$ cat src/rtl/voxel_column_gap_close_and_fill_core_assert.svh
// Assertion macros for the voxel column gap close and fill core
`ifndef VOXEL_COLUMN_GAP_CLOSE_AND_FILL_CORE_ASSERT_SVH
`define VOXEL_COLUMN_GAP_CLOSE_AND_FILL_CORE_ASSERT_SVH

// Same-cycle implication, checked out of reset
`define VCGF_ASSERT_IMP(label, clk, rst_n, ante, cons, msg) \
	label: assert property (@(posedge clk) disable iff (!rst_n) (ante) |-> (cons)) \
		else $error(msg);

// Next-cycle implication, checked out of reset
`define VCGF_ASSERT_NXT(label, clk, rst_n, ante, cons, msg) \
	label: assert property (@(posedge clk) disable iff (!rst_n) (ante) |=> (cons)) \
		else $error(msg);

`endif

$ cat src/rtl/vcgf_pkg.sv
// Shared constants, types and functions of the voxel column gap close and fill core
package vcgf_pkg;

	localparam int COLUMN_HEIGHT_DEF = 64;
	localparam int CNT_W = 6;
	localparam logic [CNT_W-1:0] GAP_LIMIT_RST = 6'd5;

	// Scan state handed from cell to cell alongside the masks
	typedef struct packed {
		logic             valid;
		logic             seen;    // an occupied voxel lies below
		logic             multi;   // a second occupied run has started
		logic [CNT_W-1:0] gap;     // empty voxels since the last occupied one
		logic [CNT_W-1:0] closed;  // voxels set by gap closing so far
	} cell_ctrl_t;

	function automatic logic [3:0] popcount8(input logic [7:0] v);
		logic [3:0] n;
		n = '0;
		for (int k = 0; k < 8; k++) begin
			n = n + {3'b000, v[k]};
		end
		return n;
	endfunction

endpackage

$ cat src/rtl/vcgf_cell.sv
// One scan cell: examines one voxel of the column and closes the gap it ends
module vcgf_cell import vcgf_pkg::*; #(
	parameter int COLUMN_HEIGHT = COLUMN_HEIGHT_DEF,
	parameter int IDX = 0
) (
	input  logic                     clk,
	input  logic                     arst_n,
	input  logic [CNT_W-1:0]         gap_limit,
	input  cell_ctrl_t               ctrl,
	input  logic [COLUMN_HEIGHT-1:0] occ,
	input  logic [COLUMN_HEIGHT-1:0] gnd,
	input  logic [COLUMN_HEIGHT-1:0] filled,
	input  logic [COLUMN_HEIGHT-1:0] pend,
	output cell_ctrl_t               ctrl_s1,
	output logic [COLUMN_HEIGHT-1:0] occ_s1,
	output logic [COLUMN_HEIGHT-1:0] gnd_s1,
	output logic [COLUMN_HEIGHT-1:0] filled_s1,
	output logic [COLUMN_HEIGHT-1:0] pend_s1
);

	cell_ctrl_t               ctrl_d;
	logic [COLUMN_HEIGHT-1:0] filled_d;
	logic [COLUMN_HEIGHT-1:0] pend_d;

	always_comb begin
		ctrl_d   = ctrl;
		filled_d = filled;
		pend_d   = pend;
		if (occ[IDX]) begin
			// an occupied voxel above a gap starts a new run; close the gap if short enough
			if (ctrl.seen && (ctrl.gap != '0)) begin
				ctrl_d.multi = 1'b1;
				if (ctrl.gap <= gap_limit) begin
					filled_d      = filled | pend;
					ctrl_d.closed = ctrl.closed + ctrl.gap;
				end
			end
			ctrl_d.seen = 1'b1;
			ctrl_d.gap  = '0;
			pend_d      = '0;
		end else if (ctrl.seen) begin
			pend_d[IDX] = 1'b1;
			ctrl_d.gap  = ctrl.gap + CNT_W'(1);
		end
	end

	always_ff @(posedge clk or negedge arst_n) begin
		if (!arst_n) begin
			ctrl_s1 <= '0;
		end else begin
			ctrl_s1 <= ctrl_d;
		end
	end

	always_ff @(posedge clk) begin
		occ_s1    <= occ;
		gnd_s1    <= gnd;
		filled_s1 <= filled_d;
		pend_s1   <= pend_d;
	end

endmodule

$ cat config.mk
export PLATFORM = sky130hd
export DESIGN_NAME = vcgf_cell
export DESIGN_NICKNAME = d
export VERILOG_FILES = /design/src/rtl/voxel_column_gap_close_and_fill_core_assert.svh /design/src/rtl/vcgf_pkg.sv /design/src/rtl/vcgf_cell.sv
export SDC_FILE = /design/constraint.sdc
export NUM_CORES = 1
export LEC_CHECK = 0
export ABC_AREA = 1
export BUFFER_PORTS_ARGS = -buffer_cell sky130_fd_sc_hd__buf_2
export CAP_MARGIN = 30
export CELL_PAD_IN_SITES_DETAIL_PLACEMENT = 1
export CELL_PAD_IN_SITES_GLOBAL_PLACEMENT = 1
export CORE_AREA = 2 2 212 214
export CTS_CLUSTER_SIZE = 12
export DETAILED_ROUTE_END_ITERATION = 8
export DIE_AREA = 0 0 214 216
export GPL_ROUTABILITY_DRIVEN = 1
export GPL_TIMING_DRIVEN = 0
export PLACE_DENSITY = 0.47
export SLEW_MARGIN = 5
export SYNTH_ARGS = -nofsm -noshare
export SYNTH_HDL_FRONTEND = slang
export SYNTH_SLANG_ARGS = --single-unit
export TNS_END_PERCENT = 20
$ cat constraint.sdc
create_clock -name clk -period 0.8 [get_ports clk]
set_input_delay 0.08 -clock clk [delete_from_list [all_inputs] [get_ports clk]]
set_output_delay 0.08 -clock clk [all_outputs]
set_load 0.01 [all_outputs]
======== After elaboration in Yosys (flattened, before gate mapping) ========
Cells that the tools add are included.
word-level totals
  output and inout port bits .............. 271
  logic and storage cells ................. 26
  register bits ........................... 271
  bits of input ports ..................... 279
operators by class
  mux-type cells .......................... 11
  add/sub/neg operators ................... 2
  reduce and logical (&&, ||, !) cells .... 2
  $lt $le $gt $ge ......................... 1
  bitwise operators ....................... 1
operators with widths
  cell                                          number
  2-to-1 mux 64 bit                             3
  bitwise OR 64 bit                             1
  2-to-1 mux 6 bit                              5
  adder 6 x 1 -> 6 bit (second input constant)  1
  adder 6 bit                                   1
  <= comparator 6 bit                           1
  nonzero test 6 bit                            1
  2-to-1 mux 1 bit                              2
  2-to-1 mux 2 bit                              1
  logical AND 1 bit                             1

======== Longest topological paths before layout ========
Gate-level depths: netlist of the first run.
  word-level depth ........................ 4
  mapped depth ............................ 12
  gate-level depth less buffers ........... 12

======== Worst setup path after synthesis of the first run ========
OpenSTA, ideal clock, no wires.
  kind .................................... input to register
  start point ............................. in gap_limit[5]
  end point ............................... reg ctrl_s1[3] in the netlist's numbering
  library setup time ...................... 0.122 ns
  arrival time ............................ 1.131 ns
  path buffers ............................ 1
  setup slack ............................. -0.453 ns
  cell stages on the path ................. 10
  data required time ...................... 0.678 ns
  cells stage by stage .................... inv_1 -> ha_1 -> nand2_1 -> nor2_2 -> nand3_1 -> nand2_2 -> nand2_8 -> buf_12 -> nand2_1 -> o21ai_2
RTL lines
  item                  line             RTL
  from (decl)           vcgf_cell.sv:8   input logic [CNT_W-1:0] gap_limit,
  to (signal assigned)  vcgf_cell.sv:51  ctrl_s1 <= ctrl_d;
  to (decl)             vcgf_cell.sv:14  output cell_ctrl_t ctrl_s1,

======== Worst setup path after layout of the first run ========
  start point ............................. reg ctrl_s1[13] in the netlist's numbering
  end point ............................... out ctrl_s1[13] in the netlist's numbering
No word-level cell between the ends.

==> results of run 1 <==
[cell usage after synthesis]
library cell  number
nand2_1           32
dfrtp_1           15
clkbuf_1           3
o21bai_2          64
fa_1               1
inv_2              3
xnor2_1            2
nand2_8            1
or2_1              1
dfxtp_1          256
nand4_1            1
o21ai_1            1
nor3_1             5
o21ai_2            3
inv_1             85
nor2_2             1
ha_1              13
nor2_1            66
nand3_1            6
buf_12             1
nand3_2            1
a21oi_1           10
buf_1              3
buf_6              6
xor2_1             1
buf_2              2
nand2_2            2
o21ai_0            1
nand3b_1           3
[cell families after synthesis]
logic type	synth area share
AOI/OAI and AO/OA	0.108
DFF	0.736
xor gates and xnor gates	0.00352
and+or+nand+nor	0.0678
buffers and inverters	0.0603
adders and majority gates	0.0244
[how the worst min path moves through the flow]
stage | from | depth (start not counted) | slack [ns] | to
after floorplan | arst_n | 0 | -0.22 | ctrl_s1[0]
after global placement | arst_n | 1 | 0.03 | ctrl_s1[12]
after global routing | ctrl[0] | 3 | -0.28 | ctrl_s1[0]
final | ctrl[0] | 3 | -0.27 | ctrl_s1[0]
after CTS | ctrl[0] | 3 | -0.27 | ctrl_s1[0]
after detailed placement | arst_n | 1 | 0.04 | ctrl_s1[12]
[power groups by stage]
stage          Sequential [uW]  Clock [uW]  Combinational (uW)
2_1_floorplan            15200           0                 935
3_3_place_gp             14800           0                3350
3_5_place_dp             14800           0                3370
4_1_cts                  14600       14100                4980
5_1_grt                  14800       14800                6230
6_report                 14800       13700                5860
[layout make-up]
cell class,instances,area share
flip-flops and latches,271,0.334
repair buffers,836,0.409
multi-input cells,217,0.127
plain buffers,15,0.0103
clock buffers,46,0.0513
well taps,592,0.0431
diodes,1,0.000146
inverters,88,0.0205
clock inverters,8,0.00495
[metal layers]
| layer | share of wire | track usage | vias to the layer above |
|---|---|---|---|
| met5 | 0 | 0 | - |
| met3 | 0.066 | 0.0427 | 62 |
| met4 | 0.033 | 0.0629 | 0 |
| met1 | 0.35 | 0.158 | 3649 |
| li1 | - | - | 3555 |
| met2 | 0.55 | 0.293 | 304 |
[cells in the final DEF, fill, tap and decap left out, drive strengths merged]
cell,netlist,final
buf,12,566
dlygate4sd3,0,268
dfxtp,256,256
inv,88,88
nor2,67,67
o21bai,64,64
clkbuf,3,57
nand2,35,37
dfrtp,15,15
ha,13,13
a21oi,10,10
nand3,7,7
dlymetal6s4s,0,5
nor3,5,5
o21ai,5,5
clkinv,0,4
nand3b,3,3
clkinvlp,0,3
xnor2,2,2
diode,0,1
nand4,1,1
xor2,1,1
or2,1,1
fa,1,1
bufinv,0,1
dlymetal6s2s,0,1
[metrics by stage]
stage / area, sq um / power, uW / utilization / hold slack, ns / worst slack [ns]
after floorplan: 7610 / 16200 / - / -0.216 / -0.389
after global placement: 11100 / 18100 / 0.253 / 0.0328 / -0.804
after detailed placement: 11100 / 18200 / 0.253 / 0.0380 / -0.815
after CTS: 15700 / 33700 / 0.359 / -0.268 / -0.442
after global routing: 17200 / 35800 / 0.392 / -0.285 / -0.444
final: 17200 / 34300 / 0.392 / -0.269 / -0.400
[repair_timing]
| action | 4_1_cts | 5_1_grt |
|---|---|---|
| gates resized for setup | 318 | 262 |
| pin swaps | 6 | 14 |
| hold buffers | 273 | 2 |
| hold endpoints to repair | 286 | 22 |
| setup buffers | 0 | 6 |
| cloned | 0 | 9 |
| endpoints found under the setup margin | 352 | 357 |
[registers in the layout, indices dropped and copies added (netlist names)]
register   cells
filled_s1     64
gnd_s1        64
occ_s1        64
pend_s1       64
ctrl_s1       15
==> flow_summary.yaml, run 1 <==
run_status:
  run_status: "finished, violations left"
  violations: "hold timing, setup timing"
yosys:
  synth_cell_types: 29
  synth_nets: 882
  syn_area_sq_um: 7470
  synth_seq_area_share: 0.736
  synth_seq_cells: 271
  avgSynthCellArea_sq_um: 12.7
  syn-instance-count: 589
  ys_warn_count: 0
  yosysTopAreaCell: "dfxtp_1"
  ys_top_cells_by_area: "dfxtp_1, o21bai_2, dfrtp_1"
  yosysTopAreaCellShare: 0.686
sta:
  max_slew_margin: 0.599
  rsz0062_at_grt: "yes"
  slew_violations: 0
  tightest_slew_ns: 0.602
  finalHoldViolCount: 20
  whs_ns: -0.269
  fmax_ghz: 0.833
  finalSetupViolCount: 341
  period_share: 1.50
  tns_ns: -81.15
  finalCriticalPeriod_ns: 1.20
  fin_ws_ns: -0.400
final_layout:
  drive_gt1_frac: 0.612
  multi_input_area_sq_um: 2190
  ff_latch_area_sq_um: 5730
  fin_nets: 1752
  syn_to_final_growth_pct: 130
  n_fill_cell: 4771
  fin_cells: 2074
worst_setup_path:
  cp-start-kind: "register"
  crit_family: "flip-flops"
  critPathLaunch: "ctrl_s1[13]"
  path_depth: 1
  cp_cell_sequence: "buf_6"
  required_ns: 0.72
  crit_fanout: 1
  path_buf_inv: 1
  criticalPathCategory: "register to output pin"
  end_kind: "output pin"
  max_stage_delay_ns: 0.41
  endpoint: "ctrl_s1[13]"
  slowest_stage: "dfrtp_1"
  crit_arrival_ns: 1.12
die:
  io_pins: 550
  num_rows: 77
  dieArea_sq_um: 46200
  initial_core_util: 0.170
  die_y_microns: 216
  core-area_sq_um: 43800
  die_w_microns: 214
cts:
  clkTransAtPathRegs_ns: 0.06
  clock_sinks: 271
  cts.path.max_buffers: 3
  cts_tree: "yes"
  htree_levels: 1
  cts_root_buf: "clkbuf_16"
  numCtsBuffers: 30
global_routing:
  grt_pass1_vias: 8354
  grt.total_usage: 0.154
  grt_max_degree: 16
  grt_overflow: 0
  grt_pass1_wl_microns: 53600
  antenna_found_initial: 1
route:
  drc: 0
  drt-pass1-iter-count: 4
  wire_per_inst_microns: 19.5
  drtIter0Drc: 190
  via_per_inst: 3.65
  via_count: 7570
  ant_nets: 0
  drt-total-wl_microns: 40400
pwr:
  swShare: 0.251
  p_per_area_nw_per_um2: 2000
  p_seq_frac: 0.431
  leakagePower_uw: 0.00809
  internal_power_uw: 25700
  switching_power_uw: 8590
  power_frac_clock: 0.399
  p_comb_frac: 0.171
  vdd_drop_max_mv: 1.49
placed_design:
  place_hpwl_microns: 26200
  placement.io_buffers: 549
  gp_congestion: 0.800
  place_inst: 1730
flow_run:
  maxCapViolations: 0
min_path:
  hold_class: "input pin to register"
No activity file was read; power rests on OpenSTA's default activity.
==> inputs of run 2 (changes only) <==
--- a/config.mk
+++ b/config.mk
@@ -6,17 +6,17 @@
 export NUM_CORES = 1
 export LEC_CHECK = 0
 export ABC_AREA = 1
-export BUFFER_PORTS_ARGS = -buffer_cell sky130_fd_sc_hd__buf_2
 export CAP_MARGIN = 30
 export CELL_PAD_IN_SITES_DETAIL_PLACEMENT = 1
 export CELL_PAD_IN_SITES_GLOBAL_PLACEMENT = 1
-export CORE_AREA = 2 2 212 214
+export CORE_AREA = 2 2 217 219
 export CTS_CLUSTER_SIZE = 12
 export DETAILED_ROUTE_END_ITERATION = 8
-export DIE_AREA = 0 0 214 216
+export DIE_AREA = 0 0 219 221
+export DONT_BUFFER_PORTS = 1
 export GPL_ROUTABILITY_DRIVEN = 1
 export GPL_TIMING_DRIVEN = 0
-export PLACE_DENSITY = 0.47
+export PLACE_DENSITY = 0.32
 export SLEW_MARGIN = 5
 export SYNTH_ARGS = -nofsm -noshare
 export SYNTH_HDL_FRONTEND = slang
==> flow_summary.yaml, run 2 <==
run_status:
  lastStage: "clock tree synthesis (4_1_cts)"
  run_status: "stopped before the end"
  error: "[ERROR RSZ-0060] Max buffer count reached."
yosys:
  syn-instance-count: 589
  synth_nets: 882
  ys_warn_count: 0
  synth_cell_types: 29
  synthArstFlopShare: 0.0554
  syn_area_sq_um: 7470
  synth_ff_type: "dfxtp_1"
  yosysTopAreaCell: "dfxtp_1"
  synth_seq_cells: 271
  post-synth-top-count-cell: "dfxtp_1"
  synth_seq_area_share: 0.736
  synth_commonest_cells: "dfxtp_1, inv_1, nor2_1, o21bai_2, nand2_1"
  yosysTopAreaCellShare: 0.686
  synth_edf_count: 0
  avgSynthCellArea_sq_um: 12.7
  ys_top_cells_by_area: "dfxtp_1, o21bai_2, dfrtp_1"
placed_design:
  gp_congestion: 0.705
  place_inst: 1196
  placement.io_buffers: 0
  place_hpwl_microns: 22600
  placed_cell_area_sq_um: 8370
cts:
  htree_levels: 1
  cts_resized: 304
  hold_buffers: 250
  cts_root_buf: "clkbuf_16"
  numCtsBuffers: 30
  post_cts_buffers: 0
  cts.path.max_buffers: 3
  clock_sinks: 271
die:
  initial_core_util: 0.162
  io_pins: 550
  num_rows: 79
  die_w_microns: 219
  die_y_microns: 221
-- run 2: logic make-up after synthesis --
family                   share of synthesized area
flip-flops                                   0.736
AND/OR/NAND/NOR                             0.0678
buffers and inverters                       0.0603
AO/OA/AOI/OAI                                0.108
adder cells (fa/ha/maj)                     0.0244
XOR/XNOR                                   0.00352
-- run 2: metrics by stage --
stage | hold WS (ns) | setup WS (ns)
2_1_floorplan | -0.216 | -0.389
3_3_place_gp | -0.215 | -0.789
3_5_place_dp | -0.215 | -0.782
==> inputs of run 3 (changes only) <==
--- a/config.mk
+++ b/config.mk
@@ -7,16 +7,13 @@
 export LEC_CHECK = 0
 export ABC_AREA = 1
 export CAP_MARGIN = 30
-export CELL_PAD_IN_SITES_DETAIL_PLACEMENT = 1
-export CELL_PAD_IN_SITES_GLOBAL_PLACEMENT = 1
-export CORE_AREA = 2 2 217 219
-export CTS_CLUSTER_SIZE = 12
+export CORE_AREA = 2 2 216 218
 export DETAILED_ROUTE_END_ITERATION = 8
-export DIE_AREA = 0 0 219 221
+export DIE_AREA = 0 0 218 220
 export DONT_BUFFER_PORTS = 1
 export GPL_ROUTABILITY_DRIVEN = 1
 export GPL_TIMING_DRIVEN = 0
-export PLACE_DENSITY = 0.32
+export PLACE_DENSITY_LB_ADDON = 0.15
 export SLEW_MARGIN = 5
 export SYNTH_ARGS = -nofsm -noshare
 export SYNTH_HDL_FRONTEND = slang
==> flow_summary.yaml, run 3 <==
run_status:
  run_status: "stopped before the end"
  lastStage: "clock tree synthesis (4_1_cts)"
  error: "[ERROR RSZ-0060] Max buffer count reached."
placed_design:
  placement.io_buffers: 0
  dpl_worst_slack_ns: -0.734
  place_hpwl_microns: 20400
  gp_congestion: 0.687
  placed_cell_area_sq_um: 8370
yosys:
  synth_seq_cells: 271
  yosysTopAreaCellShare: 0.686
  syn_area_sq_um: 7470
  ys_top_cells_by_area: "dfxtp_1, o21bai_2, dfrtp_1"
  post-synth-top-count-cell: "dfxtp_1"
  synth_edf_count: 0
  synth_nets: 882
  syn-instance-count: 589
  synth_ff_type: "dfxtp_1"
  avgSynthCellArea_sq_um: 12.7
  synthArstFlopShare: 0.0554
  yosysTopAreaCell: "dfxtp_1"
  synth_seq_area_share: 0.736
  synth_cell_types: 29
  ys_warn_count: 0
  synth_commonest_cells: "dfxtp_1, inv_1, nor2_1, o21bai_2, nand2_1"
cts:
  numCtsBuffers: 29
  cts_resized: 292
  cts_root_buf: "clkbuf_16"
  hold_buffers: 251
  cts.path.max_buffers: 3
  htree_levels: 1
  post_cts_buffers: 0
  clock_sinks: 271
die:
  initial_core_util: 0.163
  num_rows: 79
  io_pins: 550
  die_w_microns: 218
  die_y_microns: 220
==> run 3: cell counts after synthesis <==
No cell type changed its count.
==> run 3: cells by family after synthesis <==
family / share of synthesized area
XOR/XNOR: 0.00352
AND/OR/NAND/NOR: 0.0678
flip-flops: 0.736
buffers and inverters: 0.0603
AO/OA/AOI/OAI: 0.108
adder cells (fa/ha/maj): 0.0244
==> run 3: stage by stage <==
stage	instances	TNS (ns)	util
global placement	1196	-65.91	0.182
detailed placement	1196	-67.53	0.182
floorplan	589	-28.91	-
