==> src/rtl/voxel_column_gap_close_and_fill_core_assert.svh <==
// Assertion macros for the voxel column gap close and fill core
`ifndef VOXEL_COLUMN_GAP_CLOSE_AND_FILL_CORE_ASSERT_SVH
`define VOXEL_COLUMN_GAP_CLOSE_AND_FILL_CORE_ASSERT_SVH

// Same-cycle implication, checked out of reset
`define VCGF_ASSERT_IMP(label, clk, rst_n, ante, cons, msg) \
	label: assert property (@(posedge clk) disable iff (!rst_n) (ante) |-> (cons)) \
		else $error(msg);

// Next-cycle implication, checked out of reset
`define VCGF_ASSERT_NXT(label, clk, rst_n, ante, cons, msg) \
	label: assert property (@(posedge clk) disable iff (!rst_n) (ante) |=> (cons)) \
		else $error(msg);

`endif

==> src/rtl/vcgf_pkg.sv <==
// Shared constants, types and functions of the voxel column gap close and fill core
package vcgf_pkg;

	localparam int COLUMN_HEIGHT_DEF = 64;
	localparam int CNT_W = 6;
	localparam logic [CNT_W-1:0] GAP_LIMIT_RST = 6'd5;

	// Scan state handed from cell to cell alongside the masks
	typedef struct packed {
		logic             valid;
		logic             seen;    // an occupied voxel lies below
		logic             multi;   // a second occupied run has started
		logic [CNT_W-1:0] gap;     // empty voxels since the last occupied one
		logic [CNT_W-1:0] closed;  // voxels set by gap closing so far
	} cell_ctrl_t;

	function automatic logic [3:0] popcount8(input logic [7:0] v);
		logic [3:0] n;
		n = '0;
		for (int k = 0; k < 8; k++) begin
			n = n + {3'b000, v[k]};
		end
		return n;
	endfunction

endpackage

==> src/rtl/vcgf_bedrock.sv <==
// Bedrock fill below the lowest ground voxel, with a two-stage count of the voxels set
module vcgf_bedrock import vcgf_pkg::*; #(
	parameter int COLUMN_HEIGHT = COLUMN_HEIGHT_DEF
) (
	input  logic                     clk,
	input  logic                     arst_n,
	input  cell_ctrl_t               ctrl,
	input  logic [COLUMN_HEIGHT-1:0] gnd,
	input  logic [COLUMN_HEIGHT-1:0] filled,
	output logic                     done,
	output logic [COLUMN_HEIGHT-1:0] filled_mask,
	output logic                     empty_column,
	output logic                     multi_run,
	output logic [CNT_W-1:0]         closed_count,
	output logic [CNT_W-1:0]         bedrock_count
);

	localparam int NGRP = (COLUMN_HEIGHT + 7) / 8;
	localparam int PADW = NGRP * 8;

	logic [COLUMN_HEIGHT-1:0] below;
	logic [COLUMN_HEIGHT-1:0] fresh;
	logic [PADW-1:0]          fresh_pad;

	logic                     valid_s1;
	logic                     seen_s1;
	logic                     multi_s1;
	logic [CNT_W-1:0]         closed_s1;
	logic [COLUMN_HEIGHT-1:0] filled_s1;
	logic [3:0]               grp_s1 [NGRP];

	logic [CNT_W:0]           sum;

	// every bit below the lowest set ground bit
	assign below     = (gnd == '0) ? '0 : ((gnd - COLUMN_HEIGHT'(1)) & ~gnd);
	assign fresh     = below & ~filled;
	assign fresh_pad = PADW'(fresh);

	always_ff @(posedge clk or negedge arst_n) begin
		if (!arst_n) begin
			valid_s1 <= 1'b0;
			done     <= 1'b0;
		end else begin
			valid_s1 <= ctrl.valid;
			done     <= valid_s1;
		end
	end

	always_ff @(posedge clk) begin
		seen_s1   <= ctrl.seen;
		multi_s1  <= ctrl.multi;
		closed_s1 <= ctrl.closed;
		filled_s1 <= filled | below;
		for (int g = 0; g < NGRP; g++) begin
			grp_s1[g] <= popcount8(fresh_pad[g*8 +: 8]);
		end
	end

	always_comb begin
		sum = '0;
		for (int g = 0; g < NGRP; g++) begin
			sum = sum + (CNT_W+1)'(grp_s1[g]);
		end
	end

	always_ff @(posedge clk) begin
		filled_mask   <= filled_s1;
		empty_column  <= !seen_s1;
		multi_run     <= multi_s1;
		closed_count  <= closed_s1;
		bedrock_count <= sum[CNT_W-1:0];
	end

endmodule

==> config.mk <==
export PLATFORM = sky130hd
export DESIGN_NAME = vcgf_bedrock
export DESIGN_NICKNAME = d
export VERILOG_FILES = /design/src/rtl/voxel_column_gap_close_and_fill_core_assert.svh /design/src/rtl/vcgf_pkg.sv /design/src/rtl/vcgf_bedrock.sv
export SDC_FILE = /design/constraint.sdc
export NUM_CORES = 1
export LEC_CHECK = 0
export BUFFER_PORTS_ARGS = -buffer_cell sky130_fd_sc_hd__buf_2
export CORE_ASPECT_RATIO = 0.9
export CORE_MARGIN = 8
export CORE_UTILIZATION = 34
export DETAILED_ROUTE_END_ITERATION = 7
export PLACE_DENSITY_LB_ADDON = 0.1
export SYNTH_ARGS = -nofsm -noshare
export SYNTH_HDL_FRONTEND = slang
export SYNTH_SLANG_ARGS = --single-unit
==> constraint.sdc <==
create_clock -name clk -period 3.65 [get_ports clk]
set_clock_uncertainty 0.05 [all_clocks]
set_input_delay 0.73 -clock clk [delete_from_list [all_inputs] [get_ports clk]]
set_output_delay 0.73 -clock clk [all_outputs]
set_load 0.01 [all_outputs]
**Word level (Yosys, flattened, before mapping)**

Memories as Yosys holds them, arrays and structs flattened.
Cells that the tools add are included.

- Output and inout port bits: 79
- Bits in writable memories: 32
- Input bits: 145
- Memories kept: 1
- Word-level logic and storage cells: 84
- Bits in registers: 152

Memory list:

| memory | depth | bits a word | rd ports | clocked after Yosys merged registers in | wr ports | RTL line | RTL |
|---|---|---|---|---|---|---|---|
| grp_s1 | 8 | 4 | 8 | 0 | 8 | vcgf_bedrock.sv:30 | `logic [3:0] grp_s1 [NGRP];` |

- Muxes and demuxes: 1
- Add/subtract/negate cells: 64
- Reduce and logical (&&, ||, !) cells: 2
- Bitwise logic cells: 5

Operators with widths:

| kind | count |
|---|---|
| 4-bit by 1-bit adder with 4-bit output | 32 |
| 64-bit AND | 2 |
| 64-bit inverter | 2 |
| 64-bit zero test | 1 |
| 64-bit 2-to-1 mux | 1 |
| 64-bit bitwise OR | 1 |
| 64-bit by 1-bit subtractor with 64-bit output (second input constant) | 1 |
| 3-bit by 1-bit adder with 4-bit output | 8 |
| 6-bit by 4-bit adder with 6-bit output | 5 |
| 2-bit by 1-bit adder with 3-bit output | 8 |
| 1-bit by 1-bit adder with 2-bit output | 8 |
| 5-bit by 4-bit adder with 6-bit output | 1 |
| 4-bit by 4-bit adder with 5-bit output | 1 |
| 1-bit zero test | 1 |

**Logic depth before layout (Yosys ltp)**

Gate-level depths: netlist of run 1.

- Word-level depth: 11
- Mapped depth: 15
- Gate-level depth less buffers: 14

**Worst setup path after synthesis of run 1**

OpenSTA, ideal clock, no wires.

- Path type: input port to flip-flop
- Start point: input port gnd[33]
- End point: memory grp_s1[1][2], in the netlist grp_s1[0][6]
- Path slack: -1.080 ns
- Data arrival time: 4.562 ns
- Stages on the path: 14
- Data required time: 3.482 ns
- Buffers on the path: 1
- Setup time: 0.118 ns
- Cell sequence: or4_4 nor3_4 nand4_4 o21ai_0 buf_2 or3_1 fa_1 fa_1 inv_1 fa_1 ha_1 inv_1 fa_1 xnor2_1

RTL lines:

| item | RTL line | RTL |
|---|---|---|
| start: declaration | vcgf_bedrock.sv:8 | `input logic [COLUMN_HEIGHT-1:0] gnd,` |
| end: declaration | vcgf_bedrock.sv:30 |  |

==> flow_summary.ini, run 1 <==
[cts]
cts_tree = done
clkSlewWorstSetupHoldPaths_ns = 0.08
cts.sinks = 184
worstSkewPairLatency_ns = 0.43
cts_made_buffers = 17
cts_buffer_depth = 2
root_buffer = clkbuf_16
cts-htree-levels = 4

[floorplanning]
rows = 51
start_util_pct = 34.4
die-area_um2 = 26700
die_x_um = 171
die_h_um = 156
boundaryPins = 224
core-area_um2 = 21500

[worst_setup_path]
critical_path.cell_chain = buf_6, or4_4, nor3_4, buf_4, buf_6, nand2_4, or4b_4, nor3_4, fa_1, inv_1, fa_1, inv_1, fa_2, ha_4, inv_2, fa_2, inv_1
crit_slowest_cell = or4_4
r2r_start = grp_s1[1][3]$_DFF_P_
cp-end-kind = register
ff2ff_path_depth = 10
max_stage_delay_ns = 0.57
cp.arrival_ns = 4.73
crit_required_ns = 3.98
cp_common_cell = inv_1
critPathLaunch = gnd[33]
crit_type = in -> reg
path_max_fanout = 3
crit_path_start_kind = input port

[sta]
max_clock_freq_mhz = 227
finalSetupViolations = 32
hold_viol = 0
period_share_pct = 121
fin_crit_ns = 4.40
relSlewSlack_pct = 51.6
setup_slack_ns = -0.749
rsz0062_at_grt = true
slew_violations = 0
fin_setup_tns_ns = -14.73
tightest_slew_ns = 0.720

[finish]
area_growth_pct = 54.1
nets = 1298
fin_area_um2 = 11400
drive_above_1_share_pct = 49.8

[power_and_ir_drop]
p_comb_share_pct = 8.2
powerDensity_nw_per_um2 = 382
leakagePower_nw = 5.27
power_frac_seq_pct = 48.8
netSwitchingFraction_pct = 24.8
internal_power_w = 0.00327
peakVddDrop_v = 0.000332
power.total_w = 0.00435
clockPowerShare_pct = 43.0
p_sw_w = 0.00108

[run]
drv_cap = 0

[synth]
synth_cell_types = 53
synth_fp_nets = 879
synthTopCellsByArea = dfxtp_1 49%, fa_1 15%, ha_1 5.1%
synth-seq-cells = 184
synth_largest_area_cell = dfxtp_1
yosysTopAreaCellShare_pct = 49.3
syn_area_um2 = 7390
yosysSeqAreaShare_pct = 49.9
synth_warnings = 0
syn_area_per_cell_um2 = 11.4
synth_cells = 649

[global_routing]
grt_pass1_vias = 6412
grt_util_all_layers_pct = 16.9
grt_max_degree = 20
overflow = 0
antenna_found_initial = 2
grt_pass1_wl_um = 34500

[route]
ant_nets = 0
firstDrtPassIters = 4
drt-initial-drc-count = 277
drc = 0
vias = 6028
wire_per_inst_um = 16.4
routed_via_density = 4.39
wl_um = 22500

[run_status]
violations = negative setup slack
outcome = finished, violations left

[placement]
port_buffers = 217
place_congestion = 0.845
hpwl_um = 18700
dpl_cell_area_um2 = 10400

[min_path]
hp-start = closed_s1[1]$_DFF_P_
hp-class = reg -> reg
min_path_cells = 0
power groups by stage:
stage | Clock (W) | Sequential, W | Combinational [W]
3_5_place_dp | 0 | 0.00217 | 0.000347
3_3_place_gp | 0 | 0.00217 | 0.000347
5_1_grt | 0.00201 | 0.00213 | 0.000390
4_1_cts | 0.00193 | 0.00213 | 0.000357
2_1_floorplan | 0 | 0.00219 | 0.0000704
6_report | 0.00187 | 0.00212 | 0.000359
critical path: cells and delay by family:
| family | cells | cell delay (ns) |
|---|---|---|
| adders and majority gates | 5 | 1.91 |
| and+or+nand+nor | 5 | 1.48 |
| buffers and inverters | 7 | 0.60 |
cells in the mapped netlist, drive strengths merged:
library cell and count:
or3 16, o31ai 10, nor4b 3, nand3 4, o21bai 23, nand2b 15, or4 9, a41o 1
a21o 5, nand3b 3, or3b 1, xor2 2, and2 2, buf 3, nor3 31, and3 1
ha 30, nor4 27, xnor2 9, nor2 33, or2 5, o21ai 5, and4b 1, o211ai 4
conb 1, o2111ai 3, nor2b 8, nand4b 2, o41ai 4, and4 4, nand4 13, dfrtp 2
a31o 8, dfxtp 182, nand2 14, fa 55, a21oi 9, or4b 2, clkbuf 3, inv 96
cell usage in the layout (no fill, tap or decap), types with 11 or more instances in the layout:
cell type | Yosys | routed
buf_2 | 3 | 213
buf_4 | 0 | 172
buf_6 | 0 | 18
clkbuf_16 | 0 | 17
dfxtp_1 | 182 | 182
fa_1 | 55 | 41
fa_2 | 0 | 14
ha_1 | 30 | 20
inv_1 | 96 | 82
inv_2 | 0 | 14
nand2_1 | 14 | 12
nand2b_1 | 15 | 15
nand4_1 | 11 | 11
nor2_1 | 33 | 29
nor3_1 | 29 | 19
nor4_1 | 23 | 18
o21bai_1 | 22 | 22
or3_1 | 16 | 15
per-stage QoR:
| step | instances | hold slack (ns) | setup WS [ns] | utilization (%) |
|---|---|---|---|---|
| 2_1_floorplan | 649 | 0.260 | -1.03 | - |
| 3_3_place_gp | 1323 | 0.260 | -1.23 | 48.3 |
| 3_5_place_dp | 1323 | 0.262 | -1.34 | 48.3 |
| 4_1_cts | 1366 | 0.267 | -0.738 | 52.1 |
| 5_1_grt | 1374 | 0.276 | -0.854 | 53.0 |
| 6_report | 1374 | 0.268 | -0.749 | 53.0 |
per-layer routing:
layer  part of all wire [%]  vias up  routed length [um]  track usage (%)
li1                       -     3032                   -                -
met1                     47     2849               10500             22.4
met2                     47      133               10600             27.4
met3                    5.4       14                1230             3.74
met4                    1.1        0                 252             4.55
met5                      0        -                   0                0
area by class of cell:
class                   instances  area [um2]
fillers                      1958       10100
clock buffers                  17         425
repair buffers                406        2610
inverters                      96         360
well taps                     291         364
clock inverters                15         171
flip-flops and latches        184        3690
multi-input cells             363        3770
diodes                          2        5.00
registers in the layout, summed over array words and instances (netlist names):
signal         count
filled_mask       64
filled_s1         64
grp_s1            32
bedrock_count      6
closed_count       6
closed_s1          6
done               1
empty_column       1
multi_run          1
multi_s1           1
seen_s1            1
valid_s1           1
path summary, 6_finish.rpt:
| check | end | slack (ns) |
|---|---|---|
| max in group asynchronous | valid_s1$_DFF_PN0_ | 2.89 |
| worst min-delay path | closed_count[1]$_DFF_P_ | 0.27 |
| worst max-delay path | grp_s1[1][9]$_DFF_P_ | -0.75 |
| worst max register to register | bedrock_count[5]$_DFF_P_ | 0.21 |
| min in group asynchronous | done$_DFF_PN0_ | 0.57 |
| worst min register to register | closed_count[1]$_DFF_P_ | 0.27 |
kinds of logic after synthesis:
logic type / after synthesis / share of synthesized area [%]
simple gates: 194 / 16.1
flops: 184 / 49.9
buf+inv: 102 / 5.23
fa+ha+maj: 85 / 20.0
compound gates: 72 / 7.39
xor+xnor: 11 / 1.30
other cells: 1 / 0.0507
repair_timing:
item / in CTS / in global routing
pin swaps: 18 / 13
setup buffers: 10 / 9
gates resized for setup: 30 / 35
endpoints found under the hold margin: 2 / 0
setup endpoints to repair: 32 / 33
hold buffers: 1 / 0
Power figures use the tool's default switching activity.
==> inputs of run 2 (changes only) <==
==> constraint.sdc (replaced) <==
create_clock -name clk -period 3.65 [get_ports clk]
set_clock_uncertainty 0.05 [all_clocks]
set_input_delay 0.1825 -clock clk [delete_from_list [all_inputs] [get_ports clk]]
set_output_delay 0.1825 -clock clk [all_outputs]
set_load 0.01 [all_outputs]
==> run 2 against run 1 <==
Against the previous run:
- sequential power about the same
- hold slack got worse by 0.25 ns
- first-iteration DRC count rose by 24%
- total power is 0.24% lower
- flip-flop and latch count stayed put
- register-to-register slack better by 0.03 ns
- the run still ends with negative setup slack left
- largest cell class is now registers
- core utilization up 1.7 points
- combinational power up 15%
- routed wire length is 1.6% higher
- design area rose by 3.1%
==> flow_summary.ini, run 2 (synthesis gave the netlist of run 1 again) <==
[global_routing]
grt_util_all_layers_pct = 17.7
antenna_found_initial = 2
grt_max_degree = 20
overflow = 0
grt_pass1_wl_um = 36200
grt_pass1_vias = 6804

[route]
vias = 6250
drc = 0
drt-initial-drc-count = 343
wl_um = 22900
routed_via_density = 4.40
ant_nets = 0
firstDrtPassIters = 4
wire_per_inst_um = 16.1

[finish]
nets = 1345
diodes = 0
regArea_um2 = 3690
layout_commonest_cell = buf_2
area_growth_pct = 58.9
reg.largest.list = filled_mask: 64 flops, filled_s1: 64 flops, grp_s1: 32 flops
fin_area_um2 = 11800
final_cells = 1419
drive_above_1_share_pct = 43.7
nFillCells = 1957
final_cell_mix = 214 x buf_2, 182 x dfxtp_1, 149 x buf_4
multi_input_area_um2 = 3650

[sta]
rsz0062_at_grt = true
tightest_slew_ns = 0.514
relSlewSlack_pct = 65.4
finalSetupViolations = 16
fin_setup_tns_ns = -1.45
max_clock_freq_mhz = 262
period_share_pct = 104
setup_slack_ns = -0.163
hold_viol = 0
fin_crit_ns = 3.81
slew_violations = 0

[worst_setup_path]
crit_path_start_kind = input port
path_delay_family = adder cells
cp.arrival_ns = 4.13
path_max_fanout = 3
crit_type = in -> reg
crit_required_ns = 3.97
cp_common_cell = fa_1
critPathBufInv = 6
max_stage_delay_ns = 0.55
crit_slowest_cell = or4_4
cp-end-kind = register
critical_path.cell_chain = buf_6, or4_4, nor3_4, buf_6, nand2_1, or4b_4, nor3_4, fa_1, inv_2, fa_1, inv_1, fa_1, ha_4, inv_2, fa_2, inv_1

[power_and_ir_drop]
leakagePower_nw = 5.40
powerDensity_nw_per_um2 = 369
peakVddDrop_v = 0.000263
power.total_w = 0.00434

[cts]
worstSkewPairLatency_ns = 0.43
cts.sinks = 184
clkSlewWorstSetupHoldPaths_ns = 0.07
cts_tree = done
cts_made_buffers = 17
cts-htree-levels = 4
root_buffer = clkbuf_16
cts_buffer_depth = 2

[placement]
dpl_cell_area_um2 = 10200
hpwl_um = 18700
port_buffers = 217
place_congestion = 0.896
dp_slack_ns = -0.640
post-place-cells = 1301

[floorplanning]
rows = 51
die_h_um = 156
boundaryPins = 224
core-area_um2 = 21500
die_x_um = 171
start_util_pct = 34.4
die-area_um2 = 26700

[run]
drv_cap = 0

[min_path]
hp-class = in -> reg

[run_status]
violations = negative setup slack
outcome = finished, violations left
run 2: changes by cell type in the layout (fill, tap and decap cells not counted), moves of 4 or more:
cell	delta
buf_4	-23
ha_4	-5
ha_2	+4
buf_6	-8
dlygate4sd3_1	+79
nor3_1	+4
run 2: final timing paths:
path,startpoint,end,slack (ns),cells after the start
setup / recovery,gnd[36],grp_s1[1][9]$_DFF_P_,-0.16,16
hold / removal,gnd[46],filled_s1[46]$_DFF_P_,0.02,3
setup reg to reg,grp_s1[1][13]$_DFF_P_,bedrock_count[3]$_DFF_P_,0.24,12
hold reg to reg,filled_s1[34]$_DFF_P_,filled_mask[34]$_DFF_P_,0.27,0
max in group asynchronous,arst_n,done$_DFF_PN0_,2.87,3
min in group asynchronous,arst_n,valid_s1$_DFF_PN0_,0.56,3
run 2: area by class of cell:
type	count	area share (%)
clock buffers	18	3.65
repair buffers	453	26.4
inverters	96	3.07
flip-flops and latches	184	31.4
clock inverters	14	1.29
well taps	291	3.10
multi-input cells	363	31.1
run 2: report_power, final:
part,total [W],switching [W],internal [W]
logic,0.000414,0.000182,0.000233
registers,0.00212,0.0000211,0.00210
clock network,0.00181,0.000886,0.000920
run 2: per-stage QoR:
stage / utilization (%) / hold WS (ns)
finish: 54.6 / 0.0170
global route: 54.6 / 0.00990
CTS: 54.0 / 0.00490
detailed placement: 47.3 / -0.0803
global placement: 47.3 / -0.0815
floorplan: - / -0.163
run 2: worst min-delay path, stage by stage:
cell and delay (ns):
buf_2 0.09, buf_4 0.11, o31ai_1 0.06
run 2: per-layer routing:
metal / GRT usage, % / vias to the layer above / routed length, um
li1: - / 3129 / -
met1: 23.0 / 2915 / 10500
met2: 28.4 / 168 / 10400
met3: 4.65 / 34 / 1580
met4: 5.09 / 4 / 402
met5: 0 / - / 23
run 2: repair_timing:
action | CTS | global route
endpoints found under the setup margin | 17 | 22
pin swaps | 4 | 13
hold buffers | 78 | 2
endpoints found under the hold margin | 75 | 2
buffers inserted | 3 | 4
gates resized for setup | 16 | 24
